==> src/sv/lhp_pkg.sv <==
// ----------------------------------------------------------------------------
// lhp_pkg
// Shared types and constants of the latency histogram percentile monitor.
// ----------------------------------------------------------------------------
package lhp_pkg;

    localparam int BINS      = 4096;
    localparam int BIN_W     = $clog2(BINS);
    localparam int GOALS     = 8;
    localparam int GOAL_W    = 3;
    localparam int BUCKET_US = 10;
    localparam int PERMILLE  = 1000;

    localparam logic FUNC_RECORD = 1'b0;
    localparam logic FUNC_REPORT = 1'b1;

    typedef struct packed {
        logic        func;
        logic [31:0] latency_us;
    } in_item_t;

    typedef struct packed {
        logic [2:0]  goal_index;
        logic [11:0] bucket_index;
        logic [31:0] sample_count;
        logic [30:0] avg_latency;
        logic [31:0] min_latency;
        logic [30:0] max_latency;
        logic        last;
    } out_item_t;

    // Classified command passed from front to back.
    typedef struct packed {
        logic             report;
        logic [BIN_W-1:0] bin;
        logic [30:0]      lat;
    } cmd_t;

    function automatic logic [9:0] goal_permille(input logic [GOAL_W-1:0] g);
        logic [9:0] v;
        case (g)
            3'd0:    v = 10'd100;
            3'd1:    v = 10'd250;
            3'd2:    v = 10'd500;
            3'd3:    v = 10'd750;
            3'd4:    v = 10'd900;
            3'd5:    v = 10'd950;
            3'd6:    v = 10'd990;
            default: v = 10'd999;
        endcase
        return v;
    endfunction

endpackage

==> src/sv/lhp_front.sv <==
// ----------------------------------------------------------------------------
// lhp_front
// Accepts requests, drops negative latencies, computes the bucket, and
// pushes commands into a small queue.
// ----------------------------------------------------------------------------
module lhp_front (
    input  logic              clk,
    input  logic              rst_n,
    input  logic              in_valid,
    output logic              in_ready,
    input  lhp_pkg::in_item_t in_data,
    output logic              cmd_valid,
    input  logic              cmd_ready,
    output lhp_pkg::cmd_t     cmd_data
);
    import lhp_pkg::*;

    localparam int DEPTH = 4;
    localparam logic [31:0] CLAMP_LIM = 32'(BUCKET_US * (BINS - 1));

    cmd_t       q_reg [DEPTH];
    logic [1:0] wr_reg, rd_reg;
    logic [2:0] cnt_reg;
    logic       push, pop;
    cmd_t       cmd;
    logic [31:0] quo;

    // Divide by ten by a reciprocal multiply; exact for 31-bit inputs.
    assign quo = 32'((64'(in_data.latency_us) * 64'hCCCCCCCD) >> 35);

    always_comb
    begin
        cmd.report = (in_data.func == FUNC_REPORT);
        cmd.lat    = in_data.latency_us[30:0];
        if (in_data.latency_us >= CLAMP_LIM)
            cmd.bin = BIN_W'(BINS - 1);
        else
            cmd.bin = quo[BIN_W-1:0];
    end

    assign in_ready  = (cnt_reg != 3'(DEPTH));
    assign push      = in_valid && in_ready &&
                       (in_data.func == FUNC_REPORT || !in_data.latency_us[31]);
    assign cmd_valid = (cnt_reg != 3'd0);
    assign pop       = cmd_valid && cmd_ready;
    assign cmd_data  = q_reg[rd_reg];

    always_ff @(posedge clk)
    begin
        if (push)
            q_reg[wr_reg] <= cmd;
    end

    always_ff @(posedge clk or negedge rst_n)
    begin
        if (!rst_n)
        begin
            wr_reg  <= '0;
            rd_reg  <= '0;
            cnt_reg <= '0;
        end
        else
        begin
            if (push) wr_reg <= wr_reg + 2'd1;
            if (pop)  rd_reg <= rd_reg + 2'd1;
            cnt_reg <= cnt_reg + 3'(push) - 3'(pop);
        end
    end
endmodule

==> config.mk <==
export PLATFORM = sky130hd
export DESIGN_NAME = lhp_front
export DESIGN_NICKNAME = d
export VERILOG_FILES = /design/src/sv/lhp_pkg.sv /design/src/sv/lhp_front.sv
export SDC_FILE = /design/constraint.sdc
export NUM_CORES = 1
export LEC_CHECK = 0
export ABC_AREA = 1
export BUFFER_PORTS_ARGS = -buffer_cell sky130_fd_sc_hd__buf_4
export CAP_MARGIN = 40
export CORE_MARGIN = 1
export CORE_UTILIZATION = 30
export DETAILED_ROUTE_END_ITERATION = 12
export PLACE_DENSITY_LB_ADDON = 0.05
export SKIP_LAST_GASP = 1
export SYNTH_ARGS = -nofsm -noshare
export SYNTH_HDL_FRONTEND = slang
export SYNTH_SLANG_ARGS = --single-unit
==> constraint.sdc <==
create_clock -name clk -period 3 [get_ports clk]
set_clock_uncertainty 0.2 [all_clocks]
set_input_delay 0.15 -clock clk [delete_from_list [all_inputs] [get_ports clk]]
set_output_delay 0.15 -clock clk [all_outputs]
set_load 0.05 [all_outputs]
# == After elaboration in Yosys (flattened, before gate mapping) ==
# Memory sizes are Yosys's and may differ from the RTL's.
# Index checks and enable logic that the tools add are counted.
# classes
muxes,3
order_cmp,1
n_addsub,4
eq_ne,1
multipliers,1
bitwise,0
n_reduce_logical,6
n_shift,0
n_div,0
# ops
op,n
$mul A32 B32 Y47 const B,1
$ge A32 B16 Y1 const B,1
$mux W12,1
$add A2 B1 Y2 const B,2
$add A3 B1 Y3,1
$logic_and A1 B1 Y1,3
$ne A3 B3 Y1 const B,1
$reduce_bool A3 Y1,1
$sub A3 B1 Y3,1
$mux W1,2
$logic_not A1 Y1,1
$logic_or A1 B1 Y1,1
# word_totals
input_bits,37
ramBits,176
register_bits,7
romBits,0
latchBits,0
word_cells,20
output_inout_bits,46
mem_count,1
# mem_list
memory,words,word_bits,rd,rd_ports_with_merged_regs,write_ports,line,rtl
q_reg,4,44,1,0,1,lhp_front.sv:21,cmd_t q_reg [DEPTH];

# == Depth between registers and ports, before layout ==
# Gate-level depths: netlist of the first run.
# depth
ltp_word,5
mapped_depth,31
depth_no_buf,30

# == Least setup slack after synthesis of the first run ==
# Ideal clock, no wire load.
# synth_path
path_type,input to register
start,input in_data[8] (netlist name)
end,memory q_reg[0][41] (netlist name) (data pin)
cell_stages,22
setup_slack_ps,-2852
t_arrival_ps,5374
setup_ps,278
cell_sequence,ha_1 xor2_1 ha_1 a21o_1 fa_1 inv_1 fa_1 fa_1 inv_1 fa_1 fa_1 inv_1 fa_1 inv_1 ha_1 nand2_1 nor2_1 nand2_1 nor3_2 o21ai_1 nand4_1 nand3_1
# synth_lines
item,line,rtl
start: declaration,lhp_front.sv:11,"input lhp_pkg::in_item_t in_data,"
end: declaration,lhp_front.sv:21,

==> results.rst, run 1 <==
.. list-table::
   :header-rows: 1

   * - Metric
     - Value
   * - Fraction of the cycle the final worst path needs
     - 1.92
   * - Worst Tran Pin Value
     - 0.592 ns
   * - Antenna Violating Nets Remaining
     - 0
   * - Clock-pin slew on the worst setup and hold paths
     - 0.08 ns
   * - Starting DRC count in detailed routing
     - 932
   * - Via density per instance
     - 4.47
   * - Clock tree from TritonCTS
     - yes
   * - Maximum fanout along the worst path
     - 5
   * - Overall routing resource usage
     - 0.233
   * - Critical path class
     - input pin to flip-flop
   * - Overall die area
     - 74900 um2
   * - Number of buffers inserted during clock tree synthesis
     - 17
   * - Time the worst path needs with I/O delays and setup
     - 5.75 ns
   * - Count of port buffers added during placement
     - 82
   * - Number of diodes
     - 0
   * - Hold wc startpoint
     - in_data[20]
   * - CP required
     - 3.02 ns
   * - Class of the tightest hold or removal check
     - input pin to flip-flop
   * - Clock root buffer master
     - sky130_fd_sc_hd__clkbuf_16
   * - Most used flip-flop cell after synthesis
     - sky130_fd_sc_hd__edfxtp_1
   * - Final worst-path setup slack
     - -2.75 ns
   * - Sequential fraction of the synthesis area
     - 0.247
   * - Yosys warnings
     - 0
   * - Post-synthesis async set-or-reset flop share
     - 0.0383
   * - Routability congestion estimate from global placement
     - 0.911
   * - Instance count of the mapped netlist
     - 2303
   * - Critical path endpoint category
     - flip-flop
   * - Initial antenna violation count
     - 2
   * - Drt first pass iters
     - 5
   * - Worst rel slew slack
     - 0.605
   * - Number of pins with negative max-slew slack in the final report
     - 0
   * - Maximum number of pins on one net before global-route repair
     - 51
   * - Count of distinct cell types in the synthesized netlist
     - 37
   * - Flip-flop count of the largest register after layout
     - 176
   * - # Max-Cap Violations
     - 0
   * - Hold path depth
     - 4
   * - Number of register bits inferred by synthesis
     - 183
   * - Number of H-tree levels
     - 4
   * - Remaining global-route overflow
     - 0
   * - Number of placement rows
     - 99
   * - Height of the die
     - 274 um
   * - Floorplan Core Area
     - 73000 um2
   * - Initial Util
     - 0.304
   * - Horizontal die dimension
     - 274 um
   * - Vias after detailed routing
     - 16978
   * - Total wirelength of the detailed-routed design
     - 83100 um
   * - Residual DRC
     - 0
   * - Post-synthesis instance area
     - 22100 um2
   * - Critical register-to-register path startpoint
     - cnt_reg[1]
   * - Core Util, Final
     - 0.417
   * - Hold violation total from the final report
     - 0
   * - Detailed-placement wirelength estimate
     - 69800 um
   * - Final setup violation count
     - 48
   * - Number of ports placed on the die boundary
     - 83
   * - Number of clock sinks
     - 183
   * - Clk_lat worst skew
     - 0.49 ns
   * - Fill cell instance count of the final layout
     - 7167
   * - Area overhead of the layout relative to synthesis
     - 37.5%
   * - WHS Endpoint
     - q_reg[1][20]
   * - Average cell area after synthesis
     - 9.62 um2
   * - Synthesized Nets
     - 2944
   * - Maximum buffer depth of the clock tree
     - 2
   * - Failing checks
     - negative setup slack
   * - Run status
     - finished, violations left
   * - Final Net Count
     - 3465
   * - Final routed wire length divided by cell count
     - 21.9 um
   * - Share of layout cells above drive strength 1
     - 0.318
   * - Wire length of the first global-routing pass
     - 124000 um
   * - Biggest area contributors in the synthesized netlist
     - sky130_fd_sc_hd__fa_1 (30%), sky130_fd_sc_hd__edfxtp_1 (24%), sky130_fd_sc_hd__ha_1 (15%), sky130_fd_sc_hd__inv_1 (12%), sky130_fd_sc_hd__nand2_1 (4.3%)
   * - Post-synthesis cell type with the largest combined area
     - sky130_fd_sc_hd__fa_1
   * - Maximum frequency from static timing analysis
     - 0.174 GHz
   * - Number of enable-type register cells in the synthesized netlist
     - 176
   * - Launching element type of the critical path
     - input pin
   * - Number of global-route vias before repair
     - 18900
   * - End of the worst register-to-register path
     - cnt_reg[2]
   * - Reg2reg path depth
     - 10
   * - FF-to-FF setup slack
     - 0.66 ns
   * - RSZ-0062 raised after global routing
     - yes
   * - Proportion of netlist area held by the largest area contributor
     - 0.305
   * - Arrival @ worst endpoint
     - 5.77 ns
-- per-layer routing --
metal  global-route usage  wire length, um  vias to the layer above  part of all wire
met5                    0                0                        -                 0
met4               0.0663             2230                        0             0.027
met3               0.0440             3660                       78             0.044
met2                0.381            39000                      290              0.47
met1                0.314            38200                     8495              0.46
li1                     -                -                     8115                 -
-- kinds of logic after synthesis --
group                    count (synthesis)  synth area share
buffers and inverters                  718             0.122
XOR/XNOR                                37            0.0146
adder cells (fa/ha/maj)                604             0.455
AND/OR/NAND/NOR                        517             0.101
AO/OA/AOI/OAI                          244            0.0610
flip-flops                             183             0.247
-- layout make-up --
class	count	area, um2	area share
inverters	688	2640	0.0867
clock inverters	15	179	0.00588
well taps	959	1200	0.0394
clock buffers	17	425	0.0140
repair buffers	532	4500	0.148
multi-input cells	1402	16100	0.527
flip-flops and latches	183	5460	0.179
-- Yosys cell counts (3+ instances only) --
library cell,count
sky130_fd_sc_hd__nor2_2,10
sky130_fd_sc_hd__o21ai_1,4
sky130_fd_sc_hd__o21ai_0,110
sky130_fd_sc_hd__or2_2,3
sky130_fd_sc_hd__inv_2,7
sky130_fd_sc_hd__nand3_1,47
sky130_fd_sc_hd__nor3_2,5
sky130_fd_sc_hd__xnor2_1,9
sky130_fd_sc_hd__nor3_1,4
sky130_fd_sc_hd__inv_1,680
sky130_fd_sc_hd__fa_1,337
sky130_fd_sc_hd__nand3b_1,4
sky130_fd_sc_hd__nand2_1,252
sky130_fd_sc_hd__dfrtp_1,7
sky130_fd_sc_hd__o21bai_1,12
sky130_fd_sc_hd__a21o_1,8
sky130_fd_sc_hd__a21oi_1,61
sky130_fd_sc_hd__nand4_1,17
sky130_fd_sc_hd__nand2_2,9
sky130_fd_sc_hd__nor2_1,155
sky130_fd_sc_hd__ha_1,267
sky130_fd_sc_hd__clkbuf_1,25
sky130_fd_sc_hd__xor2_1,28
sky130_fd_sc_hd__buf_2,5
sky130_fd_sc_hd__edfxtp_1,176
sky130_fd_sc_hd__nand3_2,3
sky130_fd_sc_hd__o22ai_1,45
-- what timing repair did --
| action | in CTS | in global routing |
|---|---|---|
| gates resized for setup | 266 | 91 |
| pin swaps | 149 | 97 |
| hold endpoints to repair | 136 | 0 |
| setup buffers | 39 | 11 |
| hold buffers | 37 | 0 |
| endpoints found under the setup margin | 48 | 48 |
-- critical path: stages --
cell	delay, ns
sky130_fd_sc_hd__buf_12	0.11
sky130_fd_sc_hd__buf_12	0.12
sky130_fd_sc_hd__ha_4	0.27
sky130_fd_sc_hd__buf_6	0.11
sky130_fd_sc_hd__clkinvlp_4	0.12
sky130_fd_sc_hd__fa_2	0.60
sky130_fd_sc_hd__fa_2	0.48
sky130_fd_sc_hd__fa_1	0.55
sky130_fd_sc_hd__inv_2	0.06
sky130_fd_sc_hd__fa_2	0.61
sky130_fd_sc_hd__fa_1	0.44
sky130_fd_sc_hd__fa_1	0.55
sky130_fd_sc_hd__ha_4	0.22
sky130_fd_sc_hd__ha_4	0.30
sky130_fd_sc_hd__nand2_2	0.06
sky130_fd_sc_hd__nor2_2	0.12
sky130_fd_sc_hd__inv_2	0.07
sky130_fd_sc_hd__nor3_4	0.22
sky130_fd_sc_hd__nand2_2	0.14
sky130_fd_sc_hd__inv_1	0.07
sky130_fd_sc_hd__nand2_1	0.06
sky130_fd_sc_hd__buf_4	0.13
sky130_fd_sc_hd__nand4_1	0.09
sky130_fd_sc_hd__nand3_2	0.12
-- worst max-delay path by stage --
stage / slack, ns / cells after the start / endpoint / from
2_1_floorplan: -2.61 / 25 / q_reg[0][41] / in_data[20]
3_3_place_gp: -3.57 / 22 / q_reg[0][36] / in_data[16]
3_5_place_dp: -3.54 / 24 / q_reg[1][36] / in_data[16]
4_1_cts: -2.75 / 24 / q_reg[1][34] / in_data[19]
5_1_grt: -2.90 / 26 / q_reg[3][40] / in_data[19]
6_report: -2.75 / 24 / q_reg[3][40] / in_data[9]
-- per-stage QoR --
step | instance area, um2 | setup TNS (ns) | hold WS, ns | cells | worst slack [ns]
after global routing | 30500 | -135.75 | 0.0868 | 3796 | -2.90
final | 30500 | -127.96 | 0.0995 | 3796 | -2.75
after floorplan | 23000 | -130.11 | -0.346 | 2303 | -2.61
after detailed placement | 27600 | -165.50 | -0.225 | 3678 | -3.54
after CTS | 30000 | -127.89 | 0.0467 | 3785 | -2.75
after global placement | 27600 | -167.46 | -0.229 | 3678 | -3.57
-- placed cells by master, fill, tap and decap left out, drive strengths merged --
cell,instances
inv,692
buf,495
fa,337
ha,267
nand2,261
edfxtp,176
nor2,166
o21ai,114
a21oi,61
nand3,50
o22ai,45
dlygate4sd3,37
xor2,28
nand4,17
clkbuf,17
o21bai,12
nor3,11
xnor2,9
a21o,8
clkinv,8
dfrtp,7
nand3b,4
clkinvlp,3
or2,3
nor4,3
and2,2
o211ai,1
a21boi,1
a311oi,1
o21a,1
Power of run 1 is not shown: default switching activity piles up to over one toggle a cycle in this logic, so the estimate is an artifact.
==> inputs of run 2 (changes only) <==
--- a/config.mk
+++ b/config.mk
@@ -9,7 +9,7 @@
 export BUFFER_PORTS_ARGS = -buffer_cell sky130_fd_sc_hd__buf_4
 export CAP_MARGIN = 40
 export CORE_MARGIN = 1
-export CORE_UTILIZATION = 30
+export CORE_UTILIZATION = 59
 export DETAILED_ROUTE_END_ITERATION = 12
 export PLACE_DENSITY_LB_ADDON = 0.05
 export SKIP_LAST_GASP = 1
==> run 2 against run 1 <==
Compared with the run above: the run still ends with negative setup slack left; die area shrank 49%; fmax down 1.7%; sequential cell count did not move; critical path depth unchanged; sequential share of layout area increased by 0.93 points; via count increased by 2.5%; register-to-register slack worse by 0.23 ns; first-iteration DRC count grew 26%; largest cell class unchanged; highest routed layer unchanged.
==> results.rst, run 2 (synthesis gave the netlist of run 1 again) <==
.. list-table::
   :header-rows: 1

   * - Metric
     - Value
   * - Number of diodes
     - 0 (unchanged)
   * - Critical path endpoint category
     - flip-flop
   * - # Max-Cap Violations
     - 0 (unchanged)
   * - Fill cell instance count of the final layout
     - 2485 (-65%)
   * - Worst Tran Pin Value
     - 0.694 ns (+0.102 ns)
   * - Number of buffers inserted during clock tree synthesis
     - 17 (unchanged)
   * - Critical path class
     - input pin to flip-flop
   * - Failing checks
     - negative setup slack
   * - Fraction of the cycle the final worst path needs
     - 1.95 (+0.0329)
   * - Maximum fanout along the worst path
     - 7 (+2)
   * - Maximum buffer depth of the clock tree
     - 2 (unchanged)
   * - Maximum frequency from static timing analysis
     - 0.171 GHz (-1.7%)
   * - Grt peak-use layer
     - met2
   * - Routability congestion estimate from global placement
     - 1.03 (+13%)
   * - Via density per instance
     - 5.35 (+20%)
   * - Final worst-path setup slack
     - -2.85 ns (-0.0986 ns)
   * - Highest-count cells in the layout ignoring fill and taps
     - sky130_fd_sc_hd__inv_1 (628), sky130_fd_sc_hd__buf_4 (412), sky130_fd_sc_hd__fa_1 (319)
   * - Number of global-route vias before repair
     - 18534 (-1.9%)
   * - Clk_lat worst skew
     - 0.43 ns (-0.06 ns)
   * - Hold violation total from the final report
     - 0 (unchanged)
   * - Flip-flop count of the largest register after layout
     - 176 (unchanged)
   * - Number of placement rows
     - 70 (-29%)
   * - CP required
     - 2.97 ns (-0.05 ns)
   * - Wire length of the first global-routing pass
     - 105000 um (-15%)
   * - Met1 routing resource usage after global routing
     - 0.505 (+0.191)
   * - Critical-path top delay cell
     - sky130_fd_sc_hd__fa_2
   * - Number of ports placed on the die boundary
     - 83 (unchanged)
   * - Drt first pass iters
     - 5 (unchanged)
   * - Area overhead of the layout relative to synthesis
     - 30.7%
   * - Cell mode on critical path
     - sky130_fd_sc_hd__fa_1
   * - Final setup violation count
     - 48 (unchanged)
   * - Initial Util
     - 0.602 (+0.299)
   * - Height of the die
     - 196 um (-28%)
   * - Initial antenna violation count
     - 1 (-1)
   * - Number of clock sinks
     - 183 (unchanged)
   * - Time the worst path needs with I/O delays and setup
     - 5.85 ns (+0.0986 ns)
   * - Final routed wire length divided by cell count
     - 20.9 um (-4.7%)
   * - Overall die area
     - 38300 um2 (-49%)
   * - Total wirelength of the detailed-routed design
     - 67900 um (-18%)
   * - CP cell instances
     - buf_8 > inv_1 > ha_2 > xnor2_2 > buf_4 > xor2_1 > fa_2 > fa_1 > fa_2 > fa_1 > fa_1 > inv_2 > fa_1 > inv_2 > ha_4 > nand2_4 > inv_4 > buf_6 > nand3_4 > nor4_4 > nand3_1 > nand4_1 > nand3_1 > buf_6
   * - Critical path buffer and inverter count
     - 8 (unchanged)
   * - Number of H-tree levels
     - 4 (unchanged)
   * - Clock tree from TritonCTS
     - yes
   * - Core Util, Final
     - 0.787 (+0.370)
   * - Overall routing resource usage
     - 0.373 (+0.139)
   * - Maximum number of pins on one net before global-route repair
     - 91 (+78%)
   * - Worst rel slew slack
     - 0.536 (-0.0691)
   * - Share of layout cells above drive strength 1
     - 0.286 (-0.0318)
   * - Residual DRC
     - 0 (unchanged)
   * - Met2 usage in global routing
     - 0.614 (+0.233)
   * - Most common cell after layout, fill and taps aside
     - sky130_fd_sc_hd__inv_1
   * - Class of the tightest hold or removal check
     - input pin to flip-flop
   * - Floorplan Core Area
     - 36800 um2 (-50%)
   * - Maximum cell stage delay along the critical path
     - 0.60 ns (about the same)
   * - Antenna Violating Nets Remaining
     - 0 (unchanged)
   * - Clock root buffer master
     - sky130_fd_sc_hd__clkbuf_16
   * - Arrival @ worst endpoint
     - 5.82 ns (+0.05 ns)
   * - Met3 usage
     - 0.0540 (+0.00994)
   * - Vias after detailed routing
     - 17396 (+2.5%)
   * - Final Net Count
     - 3413 (-1.5%)
   * - Starting DRC count in detailed routing
     - 1178 (+26%)
   * - Run status
     - finished, violations left
   * - Top delay family on crit path
     - adder cells
   * - Count of port buffers added during placement
     - 82 (unchanged)
   * - Number of pins with negative max-slew slack in the final report
     - 0 (unchanged)
   * - Clock-pin slew on the worst setup and hold paths
     - 0.06 ns (-0.02 ns)
   * - Launching element type of the critical path
     - input pin
   * - RSZ-0062 raised after global routing
     - yes
   * - Horizontal die dimension
     - 196 um (-28%)
   * - Detailed-placement wirelength estimate
     - 57600 um (-18%)
   * - Remaining global-route overflow
     - 0 (unchanged)
-- run 2: final cells by class --
type	instances	area (um2)	area share
clock buffer	17	425	0.0147
clock inverter	15	186	0.00644
inverter	688	2640	0.0912
multi-input combinational	1402	15700	0.542
sequential	183	5460	0.189
tap	468	586	0.0202
timing repair buffer	480	3950	0.137
-- run 2: metrics by stage --
stage / hold WS, ns / std cells / setup TNS, ns / setup slack [ns] / cell area, um2
3_5_place_dp: -0.230 / 3166 / -162.11 / -3.53 / 26700
6_report: 0.00511 / 3253 / -133.67 / -2.85 / 29000
5_1_grt: 0.00897 / 3253 / -140.28 / -2.97 / 29000
4_1_cts: 0.00865 / 3246 / -132.70 / -2.82 / 28500
2_1_floorplan: -0.346 / 2303 / -130.11 / -2.61 / 23000
3_3_place_gp: -0.233 / 3166 / -162.69 / -3.59 / 26700
-- run 2: worst paths after layout --
| check | depth (start not counted) | startpoint | end | slack (ns) |
|---|---|---|---|---|
| setup / recovery | 24 | in_data[3] | q_reg[2][35] | -2.85 |
| hold / removal | 2 | in_data[11] | q_reg[1][11] | 0.005 |
| setup reg to reg | 10 | cnt_reg[1] | cnt_reg[2] | 0.43 |
| hold reg to reg | 1 | cnt_reg[0] | cnt_reg[0] | 0.32 |
| max in group asynchronous | 3 | rst_n | rd_reg[0] | 1.82 |
| min in group asynchronous | 3 | rst_n | wr_reg[1] | 0.50 |
-- run 2: repair_timing --
| action | CTS | global route |
|---|---|---|
| setup endpoints to repair | 48 | 48 |
| pin swaps | 99 | 76 |
| hold buffers | 32 | 0 |
| buffers inserted | 16 | 7 |
| resized for setup | 160 | 104 |
| endpoints found under the hold margin | 122 | 0 |
-- run 2: routing by layer --
layer	vias up	part of all wire
li1	8011	-
met1	8658	0.41
met2	592	0.48
met3	135	0.068
met4	0	0.041
met5	-	0
Power of run 2 is left out for the same reason.
